===== config.mk =====
export PLATFORM = sky130hd
export DESIGN_NAME = sbd_ram
export DESIGN_NICKNAME = d
export VERILOG_FILES = /design/src/hw/rtl/sbd_ram.sv
export SDC_FILE = /design/constraint.sdc
export NUM_CORES = 1
export LEC_CHECK = 0
export BUFFER_PORTS_ARGS = -buffer_cell sky130_fd_sc_hd__buf_4
export CORE_AREA = 5 5 385 274
export CTS_CLUSTER_SIZE = 40
export DETAILED_ROUTE_END_ITERATION = 10
export DIE_AREA = 0 0 390 279
export PLACE_DENSITY = 0.54
export SYNTH_ARGS = -nofsm -noshare
export SYNTH_HDL_FRONTEND = slang
export SYNTH_SLANG_ARGS = --single-unit

===== constraint.sdc =====
create_clock -name clk -period 3.6 [get_ports clk]
set_input_delay 0.72 -clock clk [delete_from_list [all_inputs] [get_ports clk]]
set_output_delay 0.72 -clock clk [all_outputs]
set_load 0.05 [all_outputs]

===== src/hw/rtl/sbd_ram.sv =====
`timescale 1ns / 1ps
// Generic single-write, single-read RAM with registered read data.
module sbd_ram #(
	parameter int WIDTH = 16,
	parameter int DEPTH = 64
) (
	input  logic                                       clk,
	input  logic                                       we,
	input  logic [((DEPTH > 1) ? $clog2(DEPTH) : 1)-1:0] waddr,
	input  logic [WIDTH-1:0]                           wdata,
	input  logic                                       re,
	input  logic [((DEPTH > 1) ? $clog2(DEPTH) : 1)-1:0] raddr,
	output logic [WIDTH-1:0]                           rdata
);

	logic [WIDTH-1:0] mem_q [DEPTH];

	always_ff @(posedge clk) begin
		if (we) begin
			mem_q[waddr] <= wdata;
		end
		if (re) begin
			rdata <= mem_q[raddr];
		end
	end

endmodule


## Word-level counts from Yosys, hierarchy flattened

Memory sizes are Yosys's and may differ from the RTL's. A register that Yosys moved wholly into a read port is not among the register bits.
Index checks and enable logic that the tools add are counted.

- Output and inout port bits: 16
- RAM bits: 1024
- Word-level logic and storage cells: 3
- Flip-flop bits (word level): 0
- Input port bits: 31
- Memories kept: 1

Memory list:

| memory | words | width | read ports | clocked after Yosys merged registers in | write ports | RTL line | text |
|---|---|---|---|---|---|---|---|
| mem_q | 64 | 16 | 1 | 1 | 1 | 16 | `logic [WIDTH-1:0] mem_q [DEPTH];` |

- Mux-type cells: 2

Operators by type and width:

| operator | number |
|---|---|
| 1-bit two-way mux | 2 |

## Longest topological paths before layout

Gate-level depths: netlist of the first run.

- Depth after elaboration: 2
- Gate-level depth with buffers: 10
- Mapped depth without buffers: 5

## Worst setup path after synthesis of the first run

Ideal clock, no wire load.

- Kind: input to register
- Start: input port waddr[3] (netlist bit)
- End: memory mem_q[48][0], enable pin
- Data required time: 3.191 ns
- Buffers on the path: 1
- Cell stages on the path: 4
- Slack: 0.845 ns
- Arrival: 2.346 ns
- Cell sequence: clkbuf_1 -> nor2b_1 -> nand4b_1 -> nor3_1

RTL lines:

| element | RTL line | text |
|---|---|---|
| from (decl) | 9 | `input logic [((DEPTH > 1) ? $clog2(DEPTH) : 1)-1:0] waddr,` |
| to (decl) | 16 |  |

Straight into the memory's write port.

==> reports/qor.yml, run 1 <==
synthesis:
  synth-edff-count: 1040
  synth-seq-cells: 1040
  syn_nets: 1860
  syn_avg_cell_area_um2: 22.0
  yosysMostFrequentCell: "edfxtp_1"
  syn_area_mm2: 0.0402
  synth_top_area_frac: 0.777
  synth.top_cells.by_count: "1040 x edfxtp_1, 220 x mux4_2, 85 x mux2i_1"
  async_reset_ff_frac: 0
  synthFlopType: "edfxtp_1"
  ys_warn_count: 0
  ys_types: 42
  synth_cells: 1829
  seq_area_frac_synth: 0.777
  synth_top_area_cell: "edfxtp_1"
  yosys-top-cells-area: "edfxtp_1 78%, mux4_2 12%, mux2i_1 2.1%"
drt:
  routed_wl_um: 103000
  drt_iter0_markers: 2097
  drt-vias-per-instance: 5.69
  vias: 19685
  first_pass_iters: 7
  avgRoutedWirePerCell_um: 29.8
  drc: 0
  ant_nets: 0
clock_tree:
  postCtsSetupBuffers: 0
  cts_resized: 0
  cts.sinks: 1040
  cts.htree.levels: 3
  postCtsHoldBufs: 0
  cts.clk_slew.worst_paths_ns: 0.07
  clock_latency_ns: 0.68
  clockRootBuffer: "clkbuf_16"
  clockBufferDepth: 3
  cts_tree: "yes"
  cts_made_buffers: 98
sta:
  relSlewSlack: 0.277
  finalCriticalPeriod_ns: 2.88
  rsz0062_at_grt: "false"
  hold_violations: 0
  worst_pin_slew_ns: 1.08
  finalSetupTns_ns: 0
  setup_viol: 0
  max_freq_mhz: 347
  final.setup_skew_ns: 0.0220
  fin_crit_sh: 0.801
  slew_viol_final: 0
die:
  chipHeight_um: 279
  rows: 98
  top_level_ports: 47
  design.die.area_mm2: 0.109
  fp.coreArea_mm2: 0.101
  die_w_um: 390
  start_util: 0.397
critical_path:
  cp.required_ns: 3.99
  rrSetupSlack_ns: 1.21
  critPathBufInv: 2
  critPathMaxStageDelay_ns: 0.87
  timing.rr.start: "mem_q[21][1]"
  path_cells: "buf_8, buf_12, mux4_2, mux2_2, a221oi_1, a311oi_1"
  cp-start-kind: "input port"
  arrival_ns: 3.27
  path_max_fanout: 33
  cp_slowest_cell: "a221oi_1"
  reg2reg_to: "rdata[1]"
  r2r_cells: 6
  setup.worst_path.end_class: "register"
  crit_type: "input port to register"
  crit_family: "compound AO/OA/AOI/OAI gates"
status:
  status: "complete, no violations"
layout:
  finalNetCount: 2062
  syn_to_final_growth_pct: 14.7
  drive_gt1_frac: 0.285
global_route:
  grt_max_degree: 69
  grt_pass1_vias: 19567
  grt.total_usage: 0.189
  grt_antenna_before_repair: 4
  grt_pass1_wl_um: 148000
  overflow: 0
power:
  leakagePower_nw: 14.6
  finalPower_mw: 25.4
  powerDensity_mw_per_mm2: 551
  peakVddDrop_mv: 0.394
placement:
  gp_congestion: 0.829
  port_buffers: 46
  dp_hpwl_um: 63500
hold_path:
  min_to: "mem_q[48][6]"
  hold_path_class: "input port to register"
  hold_depth: 2
  hold_start: "waddr[1]"
job:
  maxCapViolCount: 0
==> layout make-up <==
type | instances | area (um2)
clock buffer | 117 | 2590
antenna | 1 | 2.50
multi-input combinational | 685 | 8250
timing repair buffer | 206 | 1700
fill | 8457 | 55100
clock inverter | 60 | 646
sequential | 1040 | 31200
tap | 1350 | 1690
==> cells in the final DEF, fill, tap and decap left out, types with 4 or more instances in the layout <==
master / count
a211o_1: 8
a211oi_1: 8
a21oi_1: 17
a221o_1: 6
a221oi_1: 16
a22o_1: 6
a22oi_1: 39
a311oi_1: 8
a31oi_1: 8
a41oi_1: 5
and4_1: 5
buf_12: 11
buf_4: 192
bufinv_16: 14
clkbuf_1: 16
clkbuf_16: 101
clkinv_1: 22
clkinv_2: 16
clkinvlp_4: 6
edfxtp_1: 1040
mux2_2: 27
mux2i_1: 85
mux4_1: 4
mux4_2: 220
nand2_1: 59
nand3_1: 24
nand4_1: 12
nor2_1: 72
nor2b_1: 30
o21ai_0: 5
==> registers in the layout, indices dropped and copies added, names as in the netlist <==
signal,cells
mem_q,1024
rdata,16
==> routing by layer <==
layer	GRT usage	wire length, um	part of all wire	vias to the layer above
li1	-	-	-	8102
met1	0.303	49000	0.47	10724
met2	0.268	44600	0.43	721
met3	0.0351	7310	0.071	138
met4	0.0460	2180	0.021	0
met5	0	0	0	-
==> cells by family after synthesis <==
kind of cell / synth area share
DFF: 0.777
buffers and inverters: 0.0182
and+or+nand+nor: 0.0264
muxes: 0.155
AOI/OAI and AO/OA: 0.0240
==> metrics by stage <==
step           hold WS [ns]  std cells   util  setup WS [ns]  instance area (um2)
2_1_floorplan         0.819       1829      -          0.845                40200
3_3_place_gp          0.951       3281  0.424        0.00194                42900
3_5_place_dp          0.958       3281  0.424         0.0345                42900
4_1_cts               0.377       3458  0.456          0.790                46100
5_1_grt               0.403       3459  0.456          0.705                46100
6_report              0.434       3459  0.456          0.716                46100
==> worst max path at each step <==
stage / start / end / slack, ns / depth (start not counted)
after floorplan: waddr[3] / mem_q[48][0] / 0.85 / 4
after detailed placement: raddr[0] / rdata[1] / 0.03 / 6
after CTS: raddr[0] / rdata[1] / 0.79 / 6
after global routing: raddr[0] / rdata[1] / 0.71 / 6
final: raddr[0] / rdata[1] / 0.72 / 6
after global placement: raddr[0] / rdata[1] / 0.002 / 6
==> power breakdown <==
group	internal, mW	leakage, nW	total, mW	switching (mW)
sequential	13.4	9.37	13.5	0.0461
clock	6.11	1.57	10.5	4.40
combinational	0.503	3.68	1.41	0.907
total	20.0	14.6	25.4	5.36
Note: power is estimated with default switching activity, not from simulation.
==> run 2, diff against run 1 <==
PLACE_DENSITY = 0.56   (was 0.54)
clock period = 2.64 ns   (was 3.6 ns; I/O delays follow)
==> reports/qor.yml, run 2 (same netlist as run 1, synthesis figures left out) <==
placement:
  place_ws_ns: -0.523  # was 0.0345 ns
  dp_hpwl_um: 66800  # was 63500 um
  port_buffers: 46  # unchanged
  dp_cells: 3385  # was 3281
  gp_congestion: 0.863  # was 0.829
  placed_area_mm2: 0.0439  # was 0.0429 mm2
sta:
  rsz0062_at_grt: "false"  # unchanged
  worst_pin_slew_ns: 0.901  # was 1.08 ns
  finalSetupTns_ns: 0  # unchanged
  relSlewSlack: 0.400  # was 0.277
  timing.hold.ws_ns: 0.259  # was 0.434 ns
  final.setup_skew_ns: 0.0306  # was 0.0220 ns
  slew_viol_final: 0  # unchanged
  fin_crit_sh: 0.914
  max_freq_mhz: 414
  setup_viol: 0  # unchanged
  finalWorstSetupSlack_ns: 0.227  # was 0.716 ns
  hold_violations: 0  # unchanged
  finalCriticalPeriod_ns: 2.41
critical_path:
  path_max_fanout: 30  # was 33
  setup.worst_path.end_class: "register"  # unchanged
  path_cells: "buf_8, buf_12, buf_12, buf_12, mux4_2, a22oi_1, a311oi_1"  # was buf_8, buf_12, mux4_2, mux2_2, a221oi_1, a311oi_1
  rrSetupSlack_ns: 0.38  # was 1.21 ns
  cp-start-kind: "input port"  # unchanged
  critPathMaxStageDelay_ns: 0.61  # was 0.87 ns
  crit_type: "input port to register"  # unchanged
  cp_slowest_cell: "a22oi_1"  # was a221oi_1
  cp.required_ns: 3.02  # was 3.99 ns
  arrival_ns: 2.79  # was 3.27 ns
  crit_top_cell: "buf_12"
layout:
  multiInputGateArea_mm2: 0.00825  # unchanged
  final_common_cell: "edfxtp_1"  # unchanged
  largestRegisters: "mem_q (1024), rdata (16)"  # unchanged
  final_util: 0.466  # was 0.456
  nFillCells: 8335  # was 8457
  regMostFlops: "mem_q"  # unchanged
  syn_to_final_growth_pct: 17.3  # was 14.7%
  regArea_mm2: 0.0312  # unchanged
  final_cell_area_mm2: 0.0472  # was 0.0461 mm2
  layout_common_cells: "1040 x edfxtp_1, 276 x buf_4, 220 x mux4_2"  # was 1040 x edfxtp_1, 220 x mux4_2, 192 x buf_4
  drive_gt1_frac: 0.322  # was 0.285
  largest_reg_flops: 1024  # unchanged
  finalNetCount: 2167  # was 2062
  layout.cells.non_filler: 3568  # was 3459
power:
  finalPower_mw: 34.8  # was 25.4 mW
  seq_power_share: 0.528  # was 0.531
  swShare: 0.213  # was 0.211
  comb_power_share: 0.060  # was 0.056
  power.internal_mw: 27.4  # was 20.0 mW
  leakagePower_nw: 15.2  # was 14.6 nW
  powerDensity_mw_per_mm2: 738  # was 551 mW/mm2
  p_switching_mw: 7.43  # was 5.36 mW
  peakVddDrop_mv: 0.672  # was 0.394 mV
  pwr-share-clk: 0.412  # was 0.414
die:
  fp.coreArea_mm2: 0.101  # unchanged
  design.die.area_mm2: 0.109  # unchanged
  chipHeight_um: 279  # unchanged
  rows: 98  # unchanged
  start_util: 0.397  # unchanged
  die_w_um: 390  # unchanged
  top_level_ports: 47  # unchanged
drt:
  first_pass_iters: 6  # was 7
  ant_nets: 0  # unchanged
  drt_iter0_markers: 2416  # was 2097
  met1_length_um: 47800  # was 49000 um
  vias: 20043  # was 19685
  route.met3.wl_um: 11200  # was 7310 um
  drc: 0  # unchanged
  routed_wl_um: 105000  # was 103000 um
  wl_met2_um: 44000  # was 44600 um
  drt-vias-per-instance: 5.62  # was 5.69
  avgRoutedWirePerCell_um: 29.5  # was 29.8 um
  top_layer: "met5"  # was met4
clock_tree:
  postCtsHoldBufs: 0  # unchanged
  clockBufferDepth: 3  # unchanged
  cts.clk_slew.worst_paths_ns: 0.07  # about the same
  cts_tree: "yes"  # unchanged
  postCtsSetupBuffers: 0  # unchanged
  cts.htree.levels: 3  # unchanged
  cts.sinks: 1040  # unchanged
  clockRootBuffer: "clkbuf_16"  # unchanged
  cts_resized: 0  # unchanged
  clock_latency_ns: 0.69  # was 0.68 ns
  cts_made_buffers: 99  # was 98
global_route:
  grt.total_usage: 0.193  # was 0.189
  grt_max_degree: 65  # was 69
  grt_pass1_vias: 19871  # was 19567
  grt_antenna_before_repair: 7  # was 4
  overflow: 0  # unchanged
  grt_pass1_wl_um: 150000  # was 148000 um
job:
  maxCapViolCount: 0  # unchanged
status:
  status: "complete, no violations"  # unchanged
hold_path:
  hold_path_class: "input port to register"  # unchanged
run 2: changes by cell type in the layout (fill, tap and decap cells not counted), moves of 2 or more:
| cell | delta |
|---|---|
| clkinv_4 | +2 |
| clkinv_1 | -8 |
| buf_12 | +20 |
| diode_2 | +2 |
| clkinv_2 | +6 |
| buf_4 | +84 |
| clkbuf_1 | +2 |
run 2: final timing paths:
kind           startpoint       end  cells after the start
max              raddr[0]  rdata[9]                      7
min                    re  rdata[0]                      1
max reg2reg   mem_q[8][9]  rdata[9]                      6
min reg2reg  mem_q[19][2]  rdata[2]                      4
run 2: layout make-up:
class | count | share of cell area
flip-flops and latches | 1040 | 0.662
multi-input cells | 685 | 0.175
repair buffers | 310 | 0.0580
clock buffers | 119 | 0.0550
well taps | 1350 | 0.0358
clock inverters | 61 | 0.0138
diodes | 3 | 0.000159
run 2: worst max-delay path: cells and delay by family:
| kind | cells | cell delay, ns |
|---|---|---|
| multiplexers | 1 | 0.52 |
| AO/OA/AOI/OAI | 2 | 0.83 |
| buffers and inverters | 4 | 0.84 |
run 2: per-layer routing:
metal | track usage | vias to the layer above
met5 | 0.00823 | -
met4 | 0.0402 | 6
met3 | 0.0706 | 139
met2 | 0.264 | 856
met1 | 0.295 | 10714
li1 | - | 8328
run 2: power groups by stage:
stage                     Sequential, mW  Combinational (mW)  Clock, mW
final                               18.4                2.09       14.3
after global routing                18.4                2.20       15.4
after CTS                           18.4                2.09       14.7
after detailed placement            18.7                2.09          0
after global placement              18.7                2.06          0
after floorplan                     18.8               0.947          0
